File: config.mk
export PLATFORM = sky130hd
export DESIGN_NAME = go_back_n_sender_window
export DESIGN_NICKNAME = d
export VERILOG_FILES = /design/src/hw/rtl/gbns_pkg.sv /design/src/hw/rtl/go_back_n_sender_window.sv /design/src/hw/rtl/gbns_core.sv
export SDC_FILE = /design/constraint.sdc
export NUM_CORES = 1
export LEC_CHECK = 0
export BUFFER_PORTS_ARGS = -buffer_cell sky130_fd_sc_hd__buf_2
export CORE_MARGIN = 1
export CORE_UTILIZATION = 55
export CTS_BUF_LIST = sky130_fd_sc_hd__clkbuf_8
export DETAILED_ROUTE_END_ITERATION = 10
export PLACE_DENSITY = 0.84
export SETUP_SLACK_MARGIN = 0.05
export SLEW_MARGIN = 15
export SYNTH_ARGS = -nofsm -noshare
export SYNTH_HDL_FRONTEND = slang
export SYNTH_SLANG_ARGS = --single-unit
File: constraint.sdc
create_clock -name i_clk -period 9.87 [get_ports i_clk]
set_clock_uncertainty 0.15 [all_clocks]
set_input_delay 0.4935 -clock i_clk [delete_from_list [all_inputs] [get_ports i_clk]]
set_output_delay 0.4935 -clock i_clk [all_outputs]
set_load 0.05 [all_outputs]
File: src/hw/rtl/gbns_pkg.sv
// gbns_pkg: shared types, codes and sizes of the go-back-n sender window
// used by gbns_core and go_back_n_sender_window; no dependencies
package gbns_pkg;

    localparam int IDX_W      = 16;   // packet index width
    localparam int SEQ_W      = 8;    // sequence number width
    localparam int WIN_W      = 8;    // window size width, holds MAX_WINDOW
    localparam int ATT_W      = 4;    // attempt counter width
    localparam int MAX_WINDOW = 128;

    localparam logic [WIN_W-1:0] MAX_WIN          = WIN_W'(MAX_WINDOW);
    localparam logic [ATT_W-1:0] MAX_ATTEMPTS_RST = ATT_W'(5);

    typedef enum logic [1:0] {
        REQ_START = 2'd0,
        REQ_ACK   = 2'd1,
        REQ_TIMER = 2'd2
    } t_req_type;

    typedef enum logic [1:0] {
        STS_BUSY = 2'd0,
        STS_DONE = 2'd1,
        STS_FAIL = 2'd2,
        STS_IDLE = 2'd3
    } t_status;

    typedef struct packed {
        t_req_type        req_type;
        logic [IDX_W-1:0] pkt_total;
        logic [SEQ_W-1:0] ack_seq;
        logic             ack_good;
    } t_item;

    typedef struct packed {
        logic [IDX_W-1:0] send_first_index;
        logic [SEQ_W-1:0] send_first_seq;
        logic [WIN_W-1:0] send_count;
        logic             timer_restart;
        t_status          status;
    } t_result;

    typedef struct packed {
        logic             active;
        logic [IDX_W-1:0] message_length;
        logic [IDX_W-1:0] head_index;
        logic [IDX_W-1:0] next_index;
        logic [SEQ_W-1:0] head_seq;
        logic [WIN_W-1:0] win_size;
        logic [ATT_W-1:0] attempt_count;
    } t_state;

    localparam t_state STATE_RST = '{
        active:         1'b0,
        message_length: '0,
        head_index:     '0,
        next_index:     '0,
        head_seq:       '0,
        win_size:       WIN_W'(1),
        attempt_count:  '0
    };

endpackage

File: src/hw/rtl/go_back_n_sender_window.sv
// go_back_n_sender_window: top level of the go-back-n sender window control
// depends on gbns_pkg and gbns_core
//
//  channel   dir  handshake                    payload
//  s_axis    in   s_axis_tvalid/s_axis_tready  tdata: count, seq, good; tuser: kind
//  m_axis    out  m_axis_tvalid/m_axis_tready  tdata: index, seq, count, restart; tuser: status
//  cfg       in   i_cfg_we                     i_cfg_wdata: max attempts
//
// one item per cycle sustained while m_axis takes results; an item passes the input register, then the result register
// the whole event is decided in one pass through gbns_core against the state registers
// synchronous active-low reset clears both valid flags, the window state and max attempts (5)
// a stall on m_axis holds the result and the pending input item; s_axis_tready drops
// only when both stages are full and the result is not taken
module go_back_n_sender_window
    import gbns_pkg::*;
(
    input  logic              i_clk,
    input  logic              i_rst_n,

    input  logic              s_axis_tvalid,
    output logic              s_axis_tready,
    // [15:0] pkt_total, [23:16] ack_seq, [24] ack_good, [31:25] zero
    input  logic [31:0]       s_axis_tdata,
    // [1:0] req_type
    input  logic [1:0]        s_axis_tuser,

    output logic              m_axis_tvalid,
    input  logic              m_axis_tready,
    // [15:0] send_first_index, [23:16] send_first_seq, [31:24] send_count,
    // [32] timer_restart, [39:33] zero
    output logic [39:0]       m_axis_tdata,
    // [1:0] status
    output logic [1:0]        m_axis_tuser,

    input  logic              i_cfg_we,
    input  logic [ATT_W-1:0]  i_cfg_wdata
);

    // input stage
    logic             r_in_valid;
    t_item            r_in;
    // result stage
    logic             r_out_valid;
    t_result          r_out;
    // sender state and configuration
    t_state           r_state;
    logic [ATT_W-1:0] r_max_attempts;

    t_state           n_state;
    t_result          n_result;
    t_item            in_item;
    logic             advance;
    logic             in_fire;

    // unpack the incoming item
    assign in_item.req_type  = t_req_type'(s_axis_tuser);
    assign in_item.pkt_total = s_axis_tdata[15:0];
    assign in_item.ack_seq   = s_axis_tdata[23:16];
    assign in_item.ack_good  = s_axis_tdata[24];

    // the held item moves into the result register when that is free or being drained
    assign advance       = r_in_valid && (!r_out_valid || m_axis_tready);
    assign s_axis_tready = !r_in_valid || advance;
    assign in_fire       = s_axis_tvalid && s_axis_tready;

    gbns_core u_core (
        .i_item         (r_in),
        .i_state        (r_state),
        .i_max_attempts (r_max_attempts),
        .o_state        (n_state),
        .o_result       (n_result)
    );

    // control state
    always_ff @(posedge i_clk) begin
        if (!i_rst_n) begin
            r_in_valid     <= 1'b0;
            r_out_valid    <= 1'b0;
            r_state        <= STATE_RST;
            r_max_attempts <= MAX_ATTEMPTS_RST;
        end else begin
            if (in_fire) begin
                r_in_valid <= 1'b1;
            end else if (advance) begin
                r_in_valid <= 1'b0;
            end
            if (advance) begin
                r_out_valid <= 1'b1;
                r_state     <= n_state;
            end else if (m_axis_tready) begin
                r_out_valid <= 1'b0;
            end
            if (i_cfg_we) begin
                r_max_attempts <= i_cfg_wdata;
            end
        end
    end

    // payload registers
    always_ff @(posedge i_clk) begin
        if (in_fire) begin
            r_in <= in_item;
        end
        if (advance) begin
            r_out <= n_result;
        end
    end

    assign m_axis_tvalid = r_out_valid;
    assign m_axis_tdata  = {7'd0, r_out.timer_restart, r_out.send_count,
                            r_out.send_first_seq, r_out.send_first_index};
    assign m_axis_tuser  = r_out.status;

    // window never collapses to zero nor exceeds its maximum
    a_window_range: assert property (@(posedge i_clk) disable iff (!i_rst_n)
        (r_state.win_size != '0) && (r_state.win_size <= MAX_WIN))
        else $error("window size out of range");

    // while a transfer runs, head sits below the length and never passes next
    a_index_order: assert property (@(posedge i_clk) disable iff (!i_rst_n)
        r_state.active |-> (r_state.head_index < r_state.message_length)
                           && (r_state.head_index <= r_state.next_index)
                           && (r_state.next_index <= r_state.message_length))
        else $error("window indices out of order");

    // a failure or completion sends nothing and leaves the timer stopped
    a_final_quiet: assert property (@(posedge i_clk) disable iff (!i_rst_n)
        (r_out_valid && (r_out.status == STS_FAIL || r_out.status == STS_DONE))
        |-> (r_out.send_count == '0) && !r_out.timer_restart)
        else $error("final result carries a send");

    // failure or completion leaves the sender idle
    a_idle_after_end: assert property (@(posedge i_clk) disable iff (!i_rst_n)
        (advance && (n_result.status == STS_FAIL || n_result.status == STS_DONE))
        |=> !r_state.active)
        else $error("sender still active after final result");

    // a single result never sends more than the maximum window
    a_send_bound: assert property (@(posedge i_clk) disable iff (!i_rst_n)
        r_out_valid |-> (r_out.send_count <= MAX_WIN))
        else $error("send count exceeds window");

endmodule

File: src/hw/rtl/gbns_core.sv
// gbns_core: next state and result for one sender event, pure logic
// depends on gbns_pkg
module gbns_core
    import gbns_pkg::*;
(
    input  t_item            i_item,
    input  t_state           i_state,
    input  logic [ATT_W-1:0] i_max_attempts,
    output t_state           o_state,
    output t_result          o_result
);

    logic [SEQ_W-1:0] ack_off;
    logic [IDX_W-1:0] outstanding;
    logic             ack_ok;
    logic [IDX_W-1:0] head_adv;
    logic [SEQ_W-1:0] seq_adv;
    logic [WIN_W:0]   win_dbl;
    logic [WIN_W-1:0] win_up;
    logic [WIN_W-1:0] win_half;
    logic [WIN_W-1:0] win_dn;
    logic [ATT_W-1:0] att_inc;
    logic [IDX_W:0]   ack_limit;
    logic             send_more;
    logic [SEQ_W-1:0] more_seq;
    logic [IDX_W-1:0] sw_head;
    logic [IDX_W-1:0] sw_left;
    logic [WIN_W-1:0] sw_win;
    logic [WIN_W-1:0] sw_cnt;

    // acknowledgement window check
    assign ack_off     = i_item.ack_seq - i_state.head_seq;
    assign outstanding = i_state.next_index - i_state.head_index;
    assign ack_ok      = i_state.active && i_item.ack_good
                         && (ack_off < i_state.win_size)
                         && (IDX_W'(ack_off) < outstanding);
    assign head_adv    = i_state.head_index + IDX_W'(ack_off) + IDX_W'(1);
    assign seq_adv     = i_state.head_seq + ack_off + SEQ_W'(1);

    // window grows by doubling, shrinks by halving
    assign win_dbl  = {i_state.win_size, 1'b0};
    assign win_up   = (win_dbl > (WIN_W+1)'(MAX_WINDOW)) ? MAX_WIN : win_dbl[WIN_W-1:0];
    assign win_half = i_state.win_size >> 1;
    assign win_dn   = (win_half == '0) ? WIN_W'(1) : win_half;
    assign att_inc  = i_state.attempt_count + ATT_W'(1);

    // one more packet after an accepted ack
    assign ack_limit = {1'b0, head_adv} + (IDX_W+1)'(win_up);
    assign send_more = (i_state.next_index < i_state.message_length)
                       && ({1'b0, i_state.next_index} < ack_limit);
    assign more_seq  = seq_adv + i_state.next_index[SEQ_W-1:0] - head_adv[SEQ_W-1:0];

    // full window from the head, on start or on timeout
    assign sw_head = (i_item.req_type == REQ_START) ? '0 : i_state.head_index;
    assign sw_left = (i_item.req_type == REQ_START) ? i_item.pkt_total
                                                    : i_state.message_length - i_state.head_index;
    assign sw_win  = (i_item.req_type == REQ_START) ? i_state.win_size : win_dn;
    assign sw_cnt  = (IDX_W'(sw_win) < sw_left) ? sw_win : sw_left[WIN_W-1:0];

    always_comb begin
        o_state  = i_state;
        o_result = '{send_first_index: '0, send_first_seq: '0, send_count: '0,
                     timer_restart: 1'b0, status: STS_IDLE};
        unique case (i_item.req_type)
            REQ_START: begin
                o_state.message_length = i_item.pkt_total;
                o_state.head_index     = '0;
                o_state.next_index     = '0;
                o_state.attempt_count  = '0;
                if (i_item.pkt_total == '0) begin
                    o_state.active  = 1'b0;
                    o_result.status = STS_DONE;
                end else begin
                    o_state.active           = 1'b1;
                    o_state.next_index       = IDX_W'(sw_cnt);
                    o_result.send_first_index = sw_head;
                    o_result.send_first_seq   = i_state.head_seq;
                    o_result.send_count       = sw_cnt;
                    o_result.timer_restart    = 1'b1;
                    o_result.status           = STS_BUSY;
                end
            end
            REQ_ACK: begin
                if (ack_ok) begin
                    o_state.head_index    = head_adv;
                    o_state.head_seq      = seq_adv;
                    o_state.win_size      = win_up;
                    o_state.attempt_count = '0;
                    if (head_adv >= i_state.message_length) begin
                        o_state.active  = 1'b0;
                        o_result.status = STS_DONE;
                    end else begin
                        o_result.timer_restart = 1'b1;
                        o_result.status        = STS_BUSY;
                        if (send_more) begin
                            o_result.send_first_index = i_state.next_index;
                            o_result.send_first_seq   = more_seq;
                            o_result.send_count       = WIN_W'(1);
                            o_state.next_index        = i_state.next_index + IDX_W'(1);
                        end
                    end
                end
            end
            REQ_TIMER: begin
                if (i_state.active) begin
                    o_state.attempt_count = att_inc;
                    o_state.win_size      = win_dn;
                    if (att_inc >= i_max_attempts) begin
                        o_state.active  = 1'b0;
                        o_result.status = STS_FAIL;
                    end else begin
                        o_state.next_index        = i_state.head_index + IDX_W'(sw_cnt);
                        o_result.send_first_index = sw_head;
                        o_result.send_first_seq   = i_state.head_seq;
                        o_result.send_count       = sw_cnt;
                        o_result.timer_restart    = 1'b1;
                        o_result.status           = STS_BUSY;
                    end
                end
            end
            default: begin
            end
        endcase
    end

endmodule
Yosys cells after proc, flatten, opt, wreduce, memory -nomap -nowiden
Cells that the tools add are included.

word-level totals
  bits in registers = 137
  input bits = 43
  output and inout bits = 44
  logic and storage cells = 110

cells by class
  add/sub/neg operators = 13
  magnitude comparators = 8
  eq/ne operators = 8
  multiplexer cells = 37
  reductions and logical operators = 25

operators by type and width
  cell                                                             number
  35-bit one-hot mux with 3 select lines                           1
  33-bit 2-to-1 mux                                                3
  16-bit 2-to-1 mux                                                6
  35-bit 2-to-1 mux                                                2
  52-bit 2-to-1 mux                                                1
  16-bit one-hot mux with 3 select lines                           1
  16-bit by 1-bit adder with 16-bit output, second input constant  2
  16-bit by 8-bit adder with 16-bit output                         2
  8-bit by 16-bit less-than comparator with 1-bit output           2
  32-bit 2-to-1 mux                                                1
  8-bit 2-to-1 mux                                                 4
  16-bit one-hot mux with 2 select lines                           1
  16-bit subtractor                                                2
  16-bit by 8-bit adder with 17-bit output                         1
  16-bit by 17-bit less-than comparator with 1-bit output          1
  8-bit adder                                                      2
  16-bit >= comparator                                             1
  16-bit logical NOT                                               1
  16-bit less-than comparator                                      1
  8-bit one-hot mux with 2 select lines                            1
  8-bit subtractor                                                 2
  12-bit 2-to-1 mux                                                1
  4-bit one-hot mux with 3 select lines                            1
  4-bit AND reduction                                              3
  other kinds (23)                                                 48

Logic depth before layout (Yosys ltp)
Gate-level depths: netlist (run 1).

  depth after elaboration = 10
  mapped depth = 33
  mapped depth without buffers = 32

Modules after synthesis
From an unflattened synthesis (run 1), not the netlist that was laid out.

unflattened totals
  cell total of the unflattened synthesis = 1,602
  area total of the unflattened synthesis = 13,341.5 um^2

modules (own cells, without submodules)
  module                   instances  cells an instance  area an instance (um^2)
  gbns_core                1          1,209              8,448.1
  go_back_n_sender_window  1          393                4,893.4

Worst setup path after synthesis (run 1)
No wires, ideal clock.

  path type = register -> register
  start = register r_in[1] (netlist bit)
  end = register r_out (netlist bit m_axis_tdata[10]) (data pin)
  arrival = 5.772 ns
  path slack = 3.816 ns
  stages on the path, launching flop included = 32
  cell sequence = edfxtp_1 -> inv_1 -> ha_1 -> inv_1 -> fa_1 -> nand2_1 -> nand2_1 -> a21oi_1 -> xnor2_1 -> ha_1 -> o211ai_1 -> a21oi_1 -> nor2_1 -> xnor2_1 -> inv_1 -> ha_1 -> nand2_1 -> o21ai_0 -> o31ai_1 -> a2111oi_1 -> nand2_1 -> nor2_1 -> xnor2_1 -> ha_1 -> a21o_1 -> a21oi_1 -> o211ai_1 -> a2111oi_1 -> and2_1 -> buf_2 -> buf_2 -> a22o_1

RTL lines
  what                      line                            RTL
  start: declaration        go_back_n_sender_window.sv:41   t_item r_in;
  start signal: assignment  go_back_n_sender_window.sv:102  r_in <= in_item;
  end signal: assignment    go_back_n_sender_window.sv:105  r_out <= n_result;
  end: declaration          go_back_n_sender_window.sv:44   t_result r_out;

==> run summary, run 1 <==
For this block, the routed nets add up to 35,800 um of wire. The largest driver fanout on the critical path is 23. After floorplanning, the core was sized to cover 21,900 um^2. The number of top-level pins came out at 87.

The maximum root-to-sink buffer count came out at 2. The number of warnings issued by yosys came out at 0. Cell internal power was estimated by the tool at about 1 mW. The kind of end point of the critical path is a register. The total clock buffers created by CTS is 17.

The growth of design area from synthesis to finish came out at 7.82%. The portion of total power attributed to combinational logic came out at 27.0%. In the synthesized netlist the async set-or-reset flop fraction comes to 0%. Based on the critical path, the design can be clocked at up to approximately 120 MHz. For the pin with the worst max-slew slack, the measured transition is 1140 ps. The hold buffer count at CTS is 0. Global routing used 31.1% of the available tracks across all layers.

STA classifies the critical path startpoint as a register. The fraction of final layout cells sized beyond drive strength 1 came out at approximately a tenth. The path type of the worst min-delay path is input pin to register. The headroom to the max-slew limit came out at 23.6%. The effective utilization at floorplan is a little under three fifths. The number of register bits inferred by synthesis is roughly 140. The clock-pin slew on the worst setup and hold paths is 90 ps.

The netlist area before placement is around 12,000 um^2. The number of distinct library cells after synthesis is 84. Global routing finished with a remaining overflow of 0.

On the critical path, the stage with the largest delay is an instance of and2_1. The DRC violation total after the first TritonRoute iteration came out at ~1,200. The number of nets in the layout is about 1,700.

The most used flip-flop cell after synthesis is dfxtp_1. In this run the static leakage power is 5.60 nW. The remaining antenna violation count came out at 0. The detailed-route DRC error count is 0. The setup fix buffers added after clock tree synthesis came out at 0.

The part of the cycle the worst path needs is 82.6%. The height of the chip came out at 152 um. The final HPWL from detailed placement is between 20,000 and 30,000 um. The hold violation total from the final report is 0. The shortest period the worst path allows came out at 8160 ps. The number of enable flip-flop cells after synthesis is 62. Dividing the detail-routed via count by the number of cells gives around 6.4. The switching power is ~540 uW. The number of sinks handled by clock tree synthesis came out at approximately 140.

The clock tree root buffer cell is clkbuf_8. The clock power share is 33.0%. The flow ran to the end, and the final reports show no timing, DRC or antenna violations. The count of buffers from port buffering is 72. The share of the yosys chip area belonging to registers is 27.3%. The maximum cell stage delay along the critical path came out at 880 ps. The switching share of power came out at 34.4%. In this run, post-CTS repair resized a total of 0 instances. The worst hold slack after final layout is between 30 and 40 ps.

The sequential cell fraction of total power is 40.0%. STA puts the critical path data required time at 10,050 ps. The number of endpoints failing setup at the final stage is 0.

The number of levels in the clock H-tree came out at 4. The count of final max-slew check failures is 0. The total via count in the routed design is 11,400.

For the final routed database, the setup TNS stands at 0 ps. The filler cells instantiated in the layout total 1,871. The detailed-router iteration count before antenna repair came out at 6. The number of antenna repair diodes is 0.

Dividing total power by cell area gives a power density of 117 nW/um^2. The critical path arrival is 8330 ps. The wire length of the first global-routing pass is ~55,000 um.

The final cell utilization of the core is 60.6%. The floorplan has 54 rows. In the final routed layout, each cell accounts on average for 20.1 um. The maximum vdd drop is 0.0000740 V.

The largest net degree at the start of global routing came out at 56. TritonCTS built the clock tree. Setup repair after global routing left no endpoint under its margin.

The reported max-cap violation count is 0. A synthesized cell averages approximately 8.5 um^2. The number of antenna violations at the first check in global routing is 0. The setup path with the least slack is of type register to register. The clock insertion delay at the later pin of the skew report came out at 480 ps. The die is 152 um wide. The final weighted congestion in routability-driven placement came out at a little under 1. The die covers 23,000 um^2. After technology mapping, the gate count stands at approximately 1,400. The via count of the first global-routing pass is 10,500.
## synth_stat cells (all sizes together) (20+ instances only)
cell,number,area [um^2]
ha,154,1930
nand2,123,462
inv,115,432
a21oi,93,465
nor2,91,349
o21ai,81,409
dfxtp,75,1500
edfxtp,62,1860
nand3,49,245
xnor2,48,420
clkbuf,41,154
a21o,32,240
mux2i,31,310
a22o,29,254
nand2b,28,175
and2,24,150
xor2,24,210
a211oi,22,170
buf,21,125
nor3,21,105
o21a,20,150
## flip-flops by register name, indices dropped and copies added (netlist names)
name and count:
r_state 69, m_axis_tdata 33, r_in 27, r_max_attempts 4, m_axis_tuser 2, m_axis_tvalid 1
r_in_valid 1
## cells in the final DEF, fill, tap and decap left out, drive strengths merged, types with 15 or more instances in the layout
cell and n:
clkbuf 17, nor4 15, a21oi 93, buf 80, a211oi 22, and2 24, nor3 21, edfxtp 62
ha 154, inv 123, nand2b 28, mux2i 31, o21ai 81, o21a 20, a21o 32, xor2 24
nand4 16, nand3 49, nor2 91, nand2 123, dfxtp 75, a22o 29, xnor2 48
## final timing paths
kind,slack [ps],startpoint,depth (start not counted),endpoint
setup / recovery,1710,r_state[12],28,m_axis_tdata[1]
hold / removal,30,s_axis_tdata[11],1,r_in[20]
setup reg to reg,1710,r_state[12],28,m_axis_tdata[1]
hold reg to reg,340,r_state[55],2,r_state[55]
## power groups by stage
stage | logic (mW) | registers [mW] | clock network, mW
6_report | 0.421 | 0.624 | 0.514
5_1_grt | 0.460 | 0.626 | 0.540
4_1_cts | 0.412 | 0.623 | 0.514
3_5_place_dp | 0.409 | 0.636 | 0
3_3_place_gp | 0.396 | 0.636 | 0
2_1_floorplan | 0.288 | 0.652 | 0
## routing by layer
layer	GRT usage [%]	wire [um]	vias to the layer above
met5	0	0	-
li1	-	-	5390
met4	17.0	1890	0
met2	50.3	16300	593
met1	39.7	14700	5335
met3	4.82	2930	121
## through the flow
stage	setup slack, ps	std cells	instance area (um^2)	power, mW
floorplan	3820	1452	12300	0.940
global placement	2140	1750	12800	1.03
detailed placement	1940	1750	12800	1.05
CTS	1890	1782	13300	1.55
global route	1280	1782	13300	1.62
finish	1710	1782	13300	1.56
## final cells by class
cell class	count	area (um^2)	share of cell area, %
Tap cell	280	350	2.64
Clock inverter	15	188	1.41
Inverter	115	432	3.25
Multi-Input combinational cell	1138	8290	62.4
Timing Repair Buffer	80	420	3.17
Clock buffer	17	234	1.76
Sequential cell	137	3360	25.3
## worst max-delay path: cells and delay by family (launching register included)
| family | cells | cell delay, ps |
|---|---|---|
| and+or+nand+nor | 7 | 1560 |
| DFF | 1 | 470 |
| AOI/OAI and AO/OA | 11 | 3170 |
| xor gates and xnor gates | 3 | 800 |
| buffers and inverters | 2 | 230 |
| adders and majority gates | 5 | 1610 |
## logic make-up (layout without fill, tap and decap cells)
| group | Yosys count | count (layout) | share of synthesized area (%) |
|---|---|---|---|
| AOI/OAI and AO/OA | 405 | 405 | 22.5 |
| xor gates and xnor gates | 72 | 72 | 5.12 |
| adders and majority gates | 168 | 168 | 17.9 |
| buffers and inverters | 177 | 227 | 5.77 |
| DFF | 137 | 137 | 27.3 |
| muxes | 34 | 34 | 2.79 |
| other | 1 | 7 | 0.0305 |
| and+or+nand+nor | 452 | 452 | 18.6 |
No activity file was read; power rests on OpenSTA's default activity.
==> run 2: changes to the inputs <==
- ABC_AREA: default -> 1
- clock period: 9.87 -> 7.9 ns (I/O delays scaled with it)
==> run 2 against run 1 <==
Cell count up 24%. Total power grew 49%. Maximum frequency up 18%. Clock power up 34%. Sequential share of layout area down 1.3 points. Synthesized cell count is 26% higher. Critical path depth up 6. Non-clock buffer count increased by 32. Critical path type unchanged. Highest routed layer unchanged.
==> run summary, run 2 <==
The run finished with clean final reports. The synthesized area divided by synthesized cell count came out at 7.00 um^2 (-18%). The area of the multi-input gates came to 8130 um^2 (-1.9%).

The most numerous cell type found on the critical path is nand2_1. The via count of the first global-routing pass came to 12,000 (+14%). The portion of total power attributed to combinational logic was 35.8% (+8.8 points). The remaining antenna violation count came out at 0 (unchanged). The floorplan die width is 154 um (+1.6%). The netlist area before placement is 12,700 um^2 (+3.2%). The clock insertion delay at the later pin of the skew report came out at 480 ps (about the same). In the synthesized netlist, the cells that appear most often are nand2_1, inv_1, ha_1.

The share of the synthesized area in the top cell type is 15.2% (-0.49 points). The maximum cell stage delay along the critical path came to 440 ps (-440 ps). The number of flip-flops in the largest register came to 69 (unchanged). The cell count after synthesis came to 1,816 (+26%).

The height of the chip is 154 um (+1.6%). The number of register bits inferred by synthesis came out at 137 (unchanged). Setup repair after global routing left no endpoint under its margin. STA classifies the critical path endpoint as a register. The most frequent standard cell in the layout excluding fill and tap cells is nand2_1. The storage element area is 3360 um^2 (unchanged). The effective utilization at floorplan came out at 56.1% (-0.10 points). The total via count in the routed design is 12,700 (+11%). The detailed-route DRC error count came out at 0 (unchanged). The number of antenna repair diodes came out at 0 (unchanged).

The part of the cycle the worst path needs is 87.7% (+5.1 points). The DRC violation total after the first TritonRoute iteration is 1,205 (+0.25%). The switching share of power came out at 39.0% (+4.6 points). The number of endpoints failing setup at the final stage came out at 0 (unchanged). The clock-pin slew on the worst setup and hold paths is 100 ps (about the same).

The wire length of the first global-routing pass came out at 60,400 um (+9.6%). The number of enable flip-flop cells after synthesis is 62 (unchanged). The clock power share is 29.6% (-3.4 points).

The growth of design area from synthesis to finish is 10.2%. The reported max-cap violation count came out at 0 (unchanged). The worst setup path is launched from a register.

The total buffers and inverters traversed by the critical path is 3 (+1). The count of final max-slew check failures came out at 0 (unchanged). Yosys instantiated no cell more often than nand2_1. The critical path arrival came out at 7070 ps (-1260 ps). The site row count came to 55 (+1.9%).

The count of buffers from port buffering is 72 (unchanged). The total clock buffers created by CTS came out at 17 (unchanged). The sequential cell fraction of total power is 34.6% (-5.4 points). The mean routed wirelength per cell is 17.1 um (-15%).

The remaining global-route overflow came out at 0 (unchanged). The worst hold slack after final layout is 11.1 ps (-20.8 ps). For this design, the slowest cell found on the critical path is dfxtp_1.

The number of top-level pins is 87 (unchanged). The number of antenna violations at the first check in global routing came out at 0 (unchanged). The maximum vdd drop came out at 0.000115 V (+55%). For this run, the leading register cell type out of synthesis is dfxtp_1. The fmax was 144 MHz (+18%). The largest driver fanout on the critical path came out at 17 (-26%). The number of sinks handled by clock tree synthesis is 137 (unchanged). The shortest period the worst path allows is 6930 ps (-1220 ps). The number of nets in the layout came out at 2,118 (+25%). The share of the yosys chip area belonging to registers came to 26.5% (-0.86 points). The total die area was 23,700 um^2 (+3.2%).

The maximum root-to-sink buffer count is 2 (unchanged). The hold violation total from the final report came to 0 (unchanged). The headroom to the max-slew limit is 32.7% (+9.1 points). The TritonCTS clock tree is yes. The final HPWL from detailed placement came out at 28,900 um (+5.2%). The largest net degree at the start of global routing came out at 45 (-20%). The total wire length is 37,800 um (+5.5%). The switching power was 904 uW (+69%). In the post-synthesis netlist, the biggest area contributors are ha_1, edfxtp_1, nand2_1.

The count of filler cells inserted in the layout is 2,005 (+7.2%). Counting flops per register, the top entry is r_state. Summed over all instances, the cell type with the most area after synthesis is ha_1.

The path class of the tightest hold or removal check is input pin to register. The via density per instance came to 5.77 (-10%). In this run the clock root is driven by a clkbuf_8. The total leakage power came out at 6.82 nW (+22%). The detailed-router iteration count before antenna repair came out at 6 (unchanged).

The setup path with the least slack is of type register to register. The setup fix buffers added after clock tree synthesis is 0 (unchanged). The number of warnings issued by yosys came out at 0 (unchanged). The final weighted congestion in routability-driven placement came out at 1.04 (+7.2%). The proportion of register bits with asynchronous set or reset after synthesis is 0% (unchanged). The setup TNS came out at 0 ps (unchanged). The power density relative to cell area came to 166 nW/um^2 (+41%). In the layout the commonest cells are nand2_1, inv_1, ha_1. The internal power is 1.42 mW (+39%). The fraction of final layout cells sized beyond drive strength 1 came to 9.27% (-0.18 points). The critical path required time is 8030 ps (-2020 ps). The combined global-route utilization of all metal layers came out at 32.7% (+1.6 points).

The placeable core region is 22,600 um^2 (+3.4%). The measured slew at the worst slew-check pin is 1000 ps (-139 ps). The dominant delay contributor by cell family on the critical path is simple AND/OR/NAND/NOR gates. The number of levels in the clock H-tree came out at 4 (unchanged).

The number of distinct library cells after synthesis came out at 55 (-35%).
==> run 2: changes by cell type after synthesis, moves of 31 or more <==
cell and change:
a21oi_1 +48, nand2_1 +359, nor2_1 +45, mux2i_1 -31
inv_1 +141, nand3_1 +78
==> run 2: power groups by stage <==
stage / clock network (mW) / logic [mW] / registers, mW
floorplan: 0 / 0.593 / 0.832
global placement: 0 / 0.770 / 0.817
detailed placement: 0 / 0.795 / 0.818
CTS: 0.686 / 0.812 / 0.802
global route: 0.713 / 0.928 / 0.806
finish: 0.687 / 0.831 / 0.803
==> run 2: path summary, 6_finish.rpt <==
check                                    endpoint  depth (start not counted)  slack [ps]               from
worst max-delay path              m_axis_tdata[6]                         34         970        r_state[12]
worst min-delay path            r_max_attempts[2]                          2          10           i_cfg_we
worst max register to register    m_axis_tdata[6]                         34         970        r_state[12]
worst min register to register  r_max_attempts[2]                          2         350  r_max_attempts[2]
==> run 2: metrics by stage <==
stage	total power, mW	setup WS, ps	util, %	cells	area, um^2
finish	2.32	968	61.9	2205	14000
global route	2.45	609	61.9	2205	14000
CTS	2.30	1150	61.9	2205	14000
detailed placement	1.61	1190	58.6	2144	13300
global placement	1.59	1350	58.6	2144	13300
floorplan	1.43	2510	-	1822	12700
==> run 2: kinds of logic (layout without fill, tap and decap cells) <==
logic type	Yosys count	count (layout)	synth area share [%]
buffers and inverters	305	403	9.74
other	1	7	0.0295
DFF	137	137	26.5
AOI/OAI and AO/OA	293	293	13.0
adders and majority gates	168	168	17.4
xor gates and xnor gates	61	61	4.20
and+or+nand+nor	851	851	29.2
==> run 2: worst reg2reg max path: cells and delay by family, from the launching register on <==
kind | cells | cell delay (ps)
buffers and inverters | 3 | 400
AO/OA/AOI/OAI | 6 | 1530
XOR/XNOR | 3 | 710
flip-flops | 1 | 440
AND/OR/NAND/NOR | 17 | 1900
adder cells (fa/ha/maj) | 5 | 1620
==> run 2: metal layers <==
| layer | global-route usage, % | share of wire (%) | vias up |
|---|---|---|---|
| met5 | 0 | 0 | - |
| met4 | 15.4 | 4.2 | 0 |
| met3 | 5.44 | 10 | 126 |
| met2 | 52.6 | 44 | 630 |
| met1 | 42.8 | 41 | 5816 |
| li1 | - | - | 6141 |
==> run 2: area by class of cell <==
class / instances / area share [%]
clock buffer: 17 / 1.67
clock inverter: 15 / 1.53
inverter: 259 / 6.95
multi-input combinational: 1380 / 58.1
sequential: 137 / 24.0
tap: 285 / 2.55
timing repair buffer: 112 / 5.23
==> run 2: timing repair <==
| item | 4_1_cts | 5_1_grt |
|---|---|---|
| hold buffers | 29 | 0 |
| gates resized for setup | 0 | 0 |
| endpoints found under the hold margin | 29 | 0 |
